==> src/hw/rtl/lsdt_pkg.sv <==
// Package for the limit switch debounce and trip block.
// Holds the axis count, field widths, register defaults, register and direction codes and result structs.
// No dependencies.
package lsdt_pkg;

	localparam int AXES         = 3;
	localparam int IN_AXES      = 3;
	localparam int CNT_W        = 16;
	localparam int TRIP_AXIS_W  = 2;
	localparam int CFG_IDX_W    = 1;

	localparam logic [CNT_W-1:0] DEBOUNCE_DEFAULT = 16'd100;
	localparam logic [CNT_W-1:0] BLANK_DEFAULT    = 16'd40;

	typedef enum logic [CFG_IDX_W-1:0] {
		REG_DEBOUNCE = 1'b0,
		REG_BLANK    = 1'b1
	} cfg_reg_t;

	typedef enum logic [1:0] {
		DIR_UNKNOWN = 2'd0,
		DIR_POS     = 2'd1,
		DIR_NEG     = 2'd2
	} dir_t;

	typedef struct packed {
		logic [CNT_W-1:0] hit_pass;
		logic [CNT_W-1:0] hit_next;
		logic [CNT_W-1:0] blank_next;
		dir_t             dir_next;
		logic             trip;
	} lane_res_t;

	typedef struct packed {
		logic                   trip;
		logic [TRIP_AXIS_W-1:0] axis;
		logic [AXES-1:0]        keep;
	} merge_res_t;

	typedef struct packed {
		logic                   trip;
		logic [TRIP_AXIS_W-1:0] axis;
		logic                   latched;
	} result_t;

endpackage

==> src/hw/rtl/lsdt_lane.sv <==
// Per-axis lane: direction tracking, blanking window and saturating debounce count.
// Depends on lsdt_pkg.
module lsdt_lane
	import lsdt_pkg::*;
(
	input  logic [CNT_W-1:0] hit_count,
	input  logic [CNT_W-1:0] blank_count,
	input  dir_t             prev_dir,
	input  logic             dir_bit,
	input  logic             min_bit,
	input  logic             max_bit,
	input  logic [CNT_W-1:0] debounce_ticks,
	input  logic [CNT_W-1:0] blank_ticks,
	output lane_res_t        res
);

	dir_t             cur_dir;
	dir_t             ref_dir;
	logic             flip;
	logic             watched;
	logic [CNT_W-1:0] hit0;
	logic [CNT_W-1:0] blank_n;
	logic [CNT_W-1:0] hit_inc;

	always_comb begin
		cur_dir = dir_bit ? DIR_POS : DIR_NEG;
		ref_dir = (prev_dir == DIR_UNKNOWN) ? cur_dir : prev_dir;
		flip    = (cur_dir != ref_dir);
		if (flip) begin
			blank_n = blank_ticks;
		end else if (blank_count != '0) begin
			blank_n = blank_count - CNT_W'(1);
		end else begin
			blank_n = blank_count;
		end
		hit0    = flip ? '0 : hit_count;
		watched = dir_bit ? max_bit : min_bit;
		hit_inc = (hit0 < debounce_ticks) ? hit0 + CNT_W'(1) : hit0;

		res.hit_pass   = hit0;
		res.blank_next = blank_n;
		res.dir_next   = cur_dir;
		if (blank_n != '0) begin
			res.hit_next = '0;
			res.trip     = 1'b0;
		end else if (watched) begin
			res.hit_next = hit_inc;
			res.trip     = (hit_inc >= debounce_ticks);
		end else begin
			res.hit_next = '0;
			res.trip     = 1'b0;
		end
	end

endmodule

==> src/hw/rtl/lsdt_merge.sv <==
// Merging stage: picks the lowest tripping axis and marks which lanes commit their counts.
// Depends on lsdt_pkg.
module lsdt_merge
	import lsdt_pkg::*;
(
	input  logic [AXES-1:0] lane_trip,
	output merge_res_t      res
);

	always_comb begin
		res.trip = 1'b0;
		res.axis = '0;
		res.keep = '0;
		for (int a = 0; a < AXES; a++) begin
			res.keep[a] = !res.trip;
			if (!res.trip && lane_trip[a]) begin
				res.trip = 1'b1;
				res.axis = TRIP_AXIS_W'(a);
			end
		end
	end

endmodule

==> src/hw/rtl/limit_switch_debounce_trip.sv <==
// Directional limit switch detector with integrating debounce and direction-flip blanking.
// Each result is registered in the output register, or in the skid entry while the output is stalled;
// throughput one beat per cycle while in_stall is low. A two-entry output stage (register plus skid)
// keeps input stall a registered signal. Reset clears counters, trip latch and directions, and loads
// the default register values. Depends on lsdt_pkg, lsdt_lane and lsdt_merge.
module limit_switch_debounce_trip
	import lsdt_pkg::*;
(
	input  logic                   clk,
	input  logic                   arst_n,
	input  logic                   cfg_we,
	input  logic [CFG_IDX_W-1:0]   cfg_index,
	input  logic [CNT_W-1:0]       cfg_wdata,
	input  logic                   in_valid,
	output logic                   in_stall,
	input  logic                   motion_active,
	input  logic                   error_present,
	input  logic [IN_AXES-1:0]     dir_positive,
	input  logic [IN_AXES-1:0]     min_switch,
	input  logic [IN_AXES-1:0]     max_switch,
	output logic                   out_valid,
	input  logic                   out_stall,
	output logic                   trip,
	output logic [TRIP_AXIS_W-1:0] trip_axis,
	output logic                   latched
);

	logic [CNT_W-1:0] debounce_q;
	logic [CNT_W-1:0] blank_ticks_q;
	logic [CNT_W-1:0] hit_q   [AXES];
	logic [CNT_W-1:0] blank_q [AXES];
	dir_t             dir_q   [AXES];
	logic             latch_q;

	logic [CNT_W-1:0] hit_d   [AXES];
	logic [CNT_W-1:0] blank_d [AXES];
	dir_t             dir_d   [AXES];
	logic             latch_d;

	lane_res_t        lane_res [AXES];
	logic [AXES-1:0]  lane_trip;
	merge_res_t       mrg;
	result_t          res;

	logic    out_valid_q;
	logic    skid_valid_q;
	result_t out_q;
	result_t skid_q;
	logic    in_fire;
	logic    out_fire;
	logic    run;

	for (genvar a = 0; a < AXES; a++) begin : g_lane
		logic dir_b;
		logic min_b;
		logic max_b;
		if (a < IN_AXES) begin : g_in
			assign dir_b = dir_positive[a];
			assign min_b = min_switch[a];
			assign max_b = max_switch[a];
		end else begin : g_zero
			assign dir_b = 1'b0;
			assign min_b = 1'b0;
			assign max_b = 1'b0;
		end
		lsdt_lane u_lane (
			.hit_count      (hit_q[a]),
			.blank_count    (blank_q[a]),
			.prev_dir       (dir_q[a]),
			.dir_bit        (dir_b),
			.min_bit        (min_b),
			.max_bit        (max_b),
			.debounce_ticks (debounce_q),
			.blank_ticks    (blank_ticks_q),
			.res            (lane_res[a])
		);
		assign lane_trip[a] = lane_res[a].trip;
	end

	lsdt_merge u_merge (
		.lane_trip (lane_trip),
		.res       (mrg)
	);

	assign run = motion_active && !latch_q && !error_present;

	always_comb begin
		latch_d = latch_q;
		for (int a = 0; a < AXES; a++) begin
			hit_d[a]   = hit_q[a];
			blank_d[a] = blank_q[a];
			dir_d[a]   = dir_q[a];
		end
		priority if (!motion_active) begin
			latch_d = 1'b0;
			for (int a = 0; a < AXES; a++) begin
				hit_d[a]   = '0;
				blank_d[a] = '0;
			end
		end else if (latch_q) begin
			latch_d = 1'b1;
		end else if (error_present) begin
			latch_d = 1'b1;
			for (int a = 0; a < AXES; a++) begin
				hit_d[a] = '0;
			end
		end else begin
			latch_d = mrg.trip;
			for (int a = 0; a < AXES; a++) begin
				dir_d[a]   = lane_res[a].dir_next;
				blank_d[a] = lane_res[a].blank_next;
				hit_d[a]   = mrg.keep[a] ? lane_res[a].hit_next : lane_res[a].hit_pass;
			end
		end
		res.trip    = run && mrg.trip;
		res.axis    = run ? mrg.axis : '0;
		res.latched = latch_d;
	end

	assign in_stall = skid_valid_q;
	assign in_fire  = in_valid && !skid_valid_q;
	assign out_fire = out_valid_q && !out_stall;

	always_ff @(posedge clk or negedge arst_n) begin
		if (!arst_n) begin
			debounce_q    <= DEBOUNCE_DEFAULT;
			blank_ticks_q <= BLANK_DEFAULT;
		end else if (cfg_we) begin
			unique case (cfg_reg_t'(cfg_index))
				REG_DEBOUNCE: debounce_q    <= cfg_wdata;
				REG_BLANK:    blank_ticks_q <= cfg_wdata;
				default:      ;
			endcase
		end
	end

	always_ff @(posedge clk or negedge arst_n) begin
		if (!arst_n) begin
			latch_q <= 1'b0;
			for (int a = 0; a < AXES; a++) begin
				hit_q[a]   <= '0;
				blank_q[a] <= '0;
				dir_q[a]   <= DIR_UNKNOWN;
			end
		end else if (in_fire) begin
			latch_q <= latch_d;
			for (int a = 0; a < AXES; a++) begin
				hit_q[a]   <= hit_d[a];
				blank_q[a] <= blank_d[a];
				dir_q[a]   <= dir_d[a];
			end
		end
	end

	always_ff @(posedge clk or negedge arst_n) begin
		if (!arst_n) begin
			out_valid_q  <= 1'b0;
			skid_valid_q <= 1'b0;
		end else if (out_fire || !out_valid_q) begin
			if (skid_valid_q) begin
				out_valid_q  <= 1'b1;
				skid_valid_q <= 1'b0;
			end else begin
				out_valid_q <= in_fire;
			end
		end else if (in_fire) begin
			skid_valid_q <= 1'b1;
		end
	end

	always_ff @(posedge clk) begin
		if (out_fire || !out_valid_q) begin
			if (skid_valid_q) begin
				out_q <= skid_q;
			end else if (in_fire) begin
				out_q <= res;
			end
		end else if (in_fire) begin
			skid_q <= res;
		end
	end

	assign out_valid = out_valid_q;
	assign trip      = out_q.trip;
	assign trip_axis = out_q.axis;
	assign latched   = out_q.latched;

`ifndef SYNTHESIS
	a_trip_latches: assert property (@(posedge clk) disable iff (!arst_n)
		out_valid && trip |-> latched)
		else $error("trip beat without latched state");

	a_axis_zero: assert property (@(posedge clk) disable iff (!arst_n)
		out_valid && !trip |-> trip_axis == '0)
		else $error("trip axis nonzero without trip");

	a_skid_needs_out: assert property (@(posedge clk) disable iff (!arst_n)
		skid_valid_q |-> out_valid_q)
		else $error("skid entry held while output register empty");

	a_idle_clears: assert property (@(posedge clk) disable iff (!arst_n)
		in_fire && !motion_active |=> !latch_q && hit_q[0] == '0)
		else $error("inactive motion did not clear latch and counters");
`endif

endmodule

==> config.mk <==
export PLATFORM = sky130hd
export DESIGN_NAME = limit_switch_debounce_trip
export DESIGN_NICKNAME = d
export VERILOG_FILES = /design/src/hw/rtl/lsdt_pkg.sv /design/src/hw/rtl/lsdt_lane.sv /design/src/hw/rtl/lsdt_merge.sv /design/src/hw/rtl/limit_switch_debounce_trip.sv
export SDC_FILE = /design/constraint.sdc
export NUM_CORES = 1
export LEC_CHECK = 0
export BUFFER_PORTS_ARGS = -buffer_cell sky130_fd_sc_hd__buf_2
export CAP_MARGIN = 30
export CORE_ASPECT_RATIO = 0.75
export CORE_MARGIN = 5
export CORE_UTILIZATION = 58
export DETAILED_ROUTE_END_ITERATION = 6
export GPL_ROUTABILITY_DRIVEN = 0
export HOLD_SLACK_MARGIN = 0.02
export PLACE_DENSITY = 0.78
export SYNTH_ARGS = -nofsm -noshare
export SYNTH_HDL_FRONTEND = slang
export SYNTH_HIERARCHICAL = 1
export SYNTH_SLANG_ARGS = --single-unit
==> constraint.sdc <==
create_clock -name clk -period 5.5 [get_ports clk]
set_input_delay 1.1 -clock clk [delete_from_list [all_inputs] [get_ports clk]]
set_output_delay 1.1 -clock clk [all_outputs]
set_load 0.005 [all_outputs]
Word-level counts from Yosys, hierarchy flattened
Cells that the tools add are included.
{ "classes": {"n_eq_ne": 5, "n_lt_le_gt_ge": 6, "mux": 53, "reduce_logical": 33, "n_addsub": 6, "n_bitwise": 4} }
{ "op_table": {"columns": ["op", "count"], "rows": [
  ["$mux W16", 20],
  ["$mux W48", 6],
  ["$reduce_bool A16 Y1", 6],
  ["$add A16 B1 Y16 const B", 3],
  ["$ge A16 B16 Y1", 3],
  ["$lt A16 B16 Y1", 3],
  ["$sub A16 B1 Y16 const B", 3],
  ["$mux W1", 15],
  ["$mux W2", 7],
  ["$reduce_and A2 Y1", 5],
  ["$mux W3", 3],
  ["$mux W4", 2],
  ["$logic_and A1 B1 Y1", 7],
  ["$logic_not A1 Y1", 7],
  ["$logic_not A2 Y1", 3],
  ["$ne A2 B2 Y1", 3],
  ["$ne A2 B2 Y1 const B", 2],
  ["$not A1 Y1", 4],
  ["$reduce_and A4 Y1", 1],
  ["$reduce_bool A2 Y1", 2],
  ["$reduce_and A3 Y1", 1],
  ["$logic_or A1 B1 Y1", 1]
]} }
{ "totals": {"wordCells": 127, "out_inout_bits": 6, "input_bits": 33, "regBits": 145} }

Longest topological paths before layout
{ "depth": {"word_depth": 21, "depth_mapped": 26, "ltp_nobuf": 21} }

Modules after synthesis
Netlist, hierarchy kept.
{ "by_module_without_submodules": {"columns": ["module", "n_inst", "seq_area_each_um2", "cells_each", "area_per_inst_um2"], "rows": [
  ["limit_switch_debounce_trip", 1, 3674.8, 387, 5773.0],
  ["lsdt_lane at g_lane[0].u_lane ...", 2, 0.0, 315, 2122.0],
  ["lsdt_lane at g_lane[2].u_lane", 1, 0.0, 324, 2172.1],
  ["lsdt_merge", 1, 0.0, 7, 41.3]
]} }

Worst setup path before layout
No wires, ideal clock.
{ "synth_path": {"kind": "input -> register", "start": "input port dir_positive[0]", "end": "register out_q, in the netlist latched (data pin)", "path_slack_ps": -944, "setup_time_ps": 267, "n_path_buf": 4, "stages": 24, "arrival_time_ps": 6177, "required_ps": 5233, "cell_sequence": "mux2i_1 > clkbuf_1 > clkbuf_1 > buf_1 > and2_1 > ha_1 > nor2b_1 > o21a_1 > a2111oi_0 > o21ai_1 > clkbuf_1 > nor4_1 > xnor2_1 > inv_1 > ha_1 > a21o_1 > a21o_1 > a21oi_1 > o21ai_0 > a21oi_1 > nor3_2 > or3_1 > o31ai_1 > o21ai_0"} }
{ "synth_lines": {"columns": ["element", "line_no", "source"], "rows": [
  ["start, declared", "limit_switch_debounce_trip.sv:18", "input logic [IN_AXES-1:0] dir_positive,"],
  ["end signal, assigned", "limit_switch_debounce_trip.sv:174", "out_q <= skid_q;"],
  ["end signal, assigned", "limit_switch_debounce_trip.sv:176", "out_q <= res;"],
  ["end, declared", "limit_switch_debounce_trip.sv:47", "result_t out_q;"]
]} }

==> run summary <==
Cells after Synth = 1,348
Multi-input gate area in the final layout = 8080 um2
Filler instances = 1,629
First-pass GRT wire length = 57,500 um
CTS Sinks = 145
Min cycle time layout = 5400 ps
Initial antenna violation count = 0
Number of enable flip-flop cells after synthesis = 8
Area delta synth->final = 17.2%
Power Total = 0.00504 W
Area after DPL = 13,400 um2
Syn Nets = 1,480
Worst-Margin Slew = 829 ps
Io pins = 39
GRT Overall Usage = 0.301
Vias in the first global route = 10,900
Total wire length = 36,700 um
Routed Antenna Nets = 0
Storage cell area = 3670 um2
Initial cell density of the core = 0.584
Remaining DRCs = 0
Skew-Pair Late Insertion Delay = 450 ps
1st-iter DRT viols = 1,387
Area of the die = 24,100 um2
End of the worst register-to-register path = trip_axis[0]
Seq/Total Area, Yosys = 0.300
Startpoint Class = input pin
Slew Limit Fails = 0
Die height = 136 um
Syn_area_per_cell = 9.07 um2
Slowest-stage cell, CP = or4_4
Worst Skew = 13.8 ps
Core Util, Final = 0.684
Via count = 11,500
Core area = 21,000 um2
Setup CP Type = input pin to flop
Reg2Reg Depth = 21
Status = finished clean
Fmax = 185 MHz
R2R Setup Slk = 510 ps
Max clock buf depth = 2
DR WL/cell = 20.9 um
Crit. End Element = flop
Die X = 178 um
Share of layout cells above drive strength 1 = 0.231
Register bit total from synthesis = 145
Nets = 1,584
PwrDens = 352 nW/um2
Max_cap viols = 0
IO Port Bufs = 38
Post-synth ARST share = 0.945
Largest net degree at the start of global routing = 103
Crit-path max FO = 10
Clock slew at reported path FFs = 70 ps
Pre-Repair DR Iteration Count = 6
Yosys warns = 6
Synth unique cells = 79
Syn Std Cell Area = 12,200 um2
Number of hold-slack violations in the final timing report = 0
FP Rows = 46
H-tree level count = 4
LEAKAGE = 6.99 nW
CP max stage delay = 550 ps
Post-synth top flop = dfrtp_1
CTS tree = built
Hold crit path type = input pin to async pin
Grt ovf = 0
Worst endpoint required time = 5690 ps
Part of the cycle the worst path needs = 0.981
Final setup fails = 0
Via density = 6.53
CP arrival = 5590 ps
RR Startpoint = dir_q[4]
Clock Root Buffer = clkbuf_16
Slew margin rel. = 0.440
Peak VDD IR = 0.294 mV
Post-DP HPWL = 25,600 um
Final Instance Area = 14,300 um2
Antenna diodes = 0
TritonCTS buffer count = 17
Worst path cell trace = buf_2, mux2i_4, buf_4, clkbuf_16, nand2_1, inv_1, ha_1, nand4_1, nor2_1, a221oi_2, o21ai_1, buf_4, or4_4, xnor2_1, ha_1, nand4_1, a211oi_1, a21oi_2, nor3_4, and2b_2, and2_1, mux2_2
## cells in the final DEF (no fill, tap or decap), types with 14 or more instances in the layout
| cell type | instances |
|---|---|
| nand4_1 | 25 |
| dfrtp_1 | 132 |
| a21oi_1 | 36 |
| nor2_1 | 77 |
| nor4_1 | 25 |
| buf_4 | 107 |
| mux2_2 | 49 |
| nand3_1 | 28 |
| ha_1 | 98 |
| nand2_1 | 113 |
| inv_1 | 100 |
| buf_2 | 37 |
| xnor2_1 | 41 |
| nor3b_2 | 15 |
| and2_1 | 24 |
| nor3_1 | 32 |
| mux2i_1 | 57 |
| o21ai_0 | 24 |
| nor3b_1 | 20 |
| a21o_1 | 27 |
| a31oi_1 | 14 |
| o2bb2ai_1 | 48 |
| a22o_1 | 50 |
| clkbuf_16 | 19 |
## timing repair
| action | in CTS | in global routing |
|---|---|---|
| hold buffers | 0 | 0 |
| gates resized for setup | 0 | 36 |
| hold endpoints to repair | 0 | 0 |
| setup endpoints to repair | 0 | 34 |
| buffers inserted | 0 | 6 |
## routing by layer
| metal | track usage | part of all wire | vias up |
|---|---|---|---|
| met3 | 0.0804 | 0.11 | 74 |
| li1 | - | - | 5187 |
| met5 | 0 | 0 | - |
| met2 | 0.447 | 0.43 | 655 |
| met4 | 0.0816 | 0.020 | 0 |
| met1 | 0.434 | 0.44 | 5537 |
## Yosys cell counts, types with 10 or more instances
library cell  count  area [um2]
a21o_1           27         203
a21oi_1          42         210
a22o_1           50         438
a31oi_1          14        87.6
and2_1           27         169
buf_2            25         125
clkbuf_1         26        97.6
dfrtp_1         132        3300
ha_1             99        1240
inv_1           101         379
mux2_2           49         552
mux2i_1          60         601
nand2_1         114         428
nand3_1          28         140
nand4_1          25         156
nor2_1           80         300
nor2b_1          11        68.8
nor3_1           36         180
nor3b_1          20         150
nor3b_2          15         188
nor4_1           32         200
o211ai_1         10        75.1
o21ai_0          36         180
o2bb2ai_1        48         420
or3_1            12        75.1
or4_1            11        82.6
xnor2_1          44         385
## worst max-delay path by stage
| stage | from | to | slack, ps |
|---|---|---|---|
| final | dir_positive[0] | trip_axis[0] | 100 |
| after global routing | dir_positive[0] | trip | -60 |
| after CTS | dir_positive[1] | trip | 30 |
| after detailed placement | dir_positive[1] | trip | -430 |
| after global placement | dir_positive[1] | trip | -230 |
| after floorplan | dir_positive[2] | trip | 1 |
## power by group
| group | switching (W) | internal, W | leakage (nW) |
|---|---|---|---|
| Sequential | 0.000279 | 0.00122 | 1.88 |
| Combinational | 0.00139 | 0.000936 | 4.81 |
| Clock | 0.000566 | 0.000657 | 0.303 |
| Total | 0.00223 | 0.00281 | 6.99 |
## stage by stage
step	instances	setup TNS, ps	worst slack [ps]	hold WS, ps
after floorplan	1348	0	1.32	448
final	1753	0	103	427
after detailed placement	1711	-7040	-426	480
after global placement	1710	-1160	-234	469
after CTS	1743	0	25.5	498
after global routing	1753	-141	-64.1	408
## worst max-delay path, delay by kind of cell
family	cells	cell delay, ps
muxes	2	540
and+or+nand+nor	8	1720
adders and majority gates	2	520
xor gates and xnor gates	1	160
buffers and inverters	5	730
AOI/OAI and AO/OA	4	840
## area by class of cell
type | instances | area share
multi-input combinational | 1031 | 0.564
sequential | 145 | 0.256
timing repair buffer | 156 | 0.0857
clock buffer | 17 | 0.0297
inverter | 101 | 0.0264
tap | 288 | 0.0251
clock inverter | 15 | 0.0130
## flip-flops by register name, summed over array words and instances, names as in the netlist
| register | cells |
|---|---|
| blank_q | 48 |
| hit_q | 48 |
| blank_ticks_q | 16 |
| debounce_q | 16 |
| dir_q | 6 |
| skid_q | 4 |
| trip_axis | 2 |
| in_stall | 1 |
| latch_q | 1 |
| latched | 1 |
| out_valid | 1 |
| trip | 1 |
## kinds of logic after synthesis
kind of cell / synth area share
AND/OR/NAND/NOR: 0.224
AO/OA/AOI/OAI: 0.179
buffers and inverters: 0.0630
flip-flops: 0.300
multiplexers: 0.0967
adder cells (fa/ha/maj): 0.101
XOR/XNOR: 0.0351
other: 0.000307
Note: power is estimated with default switching activity, not from simulation.
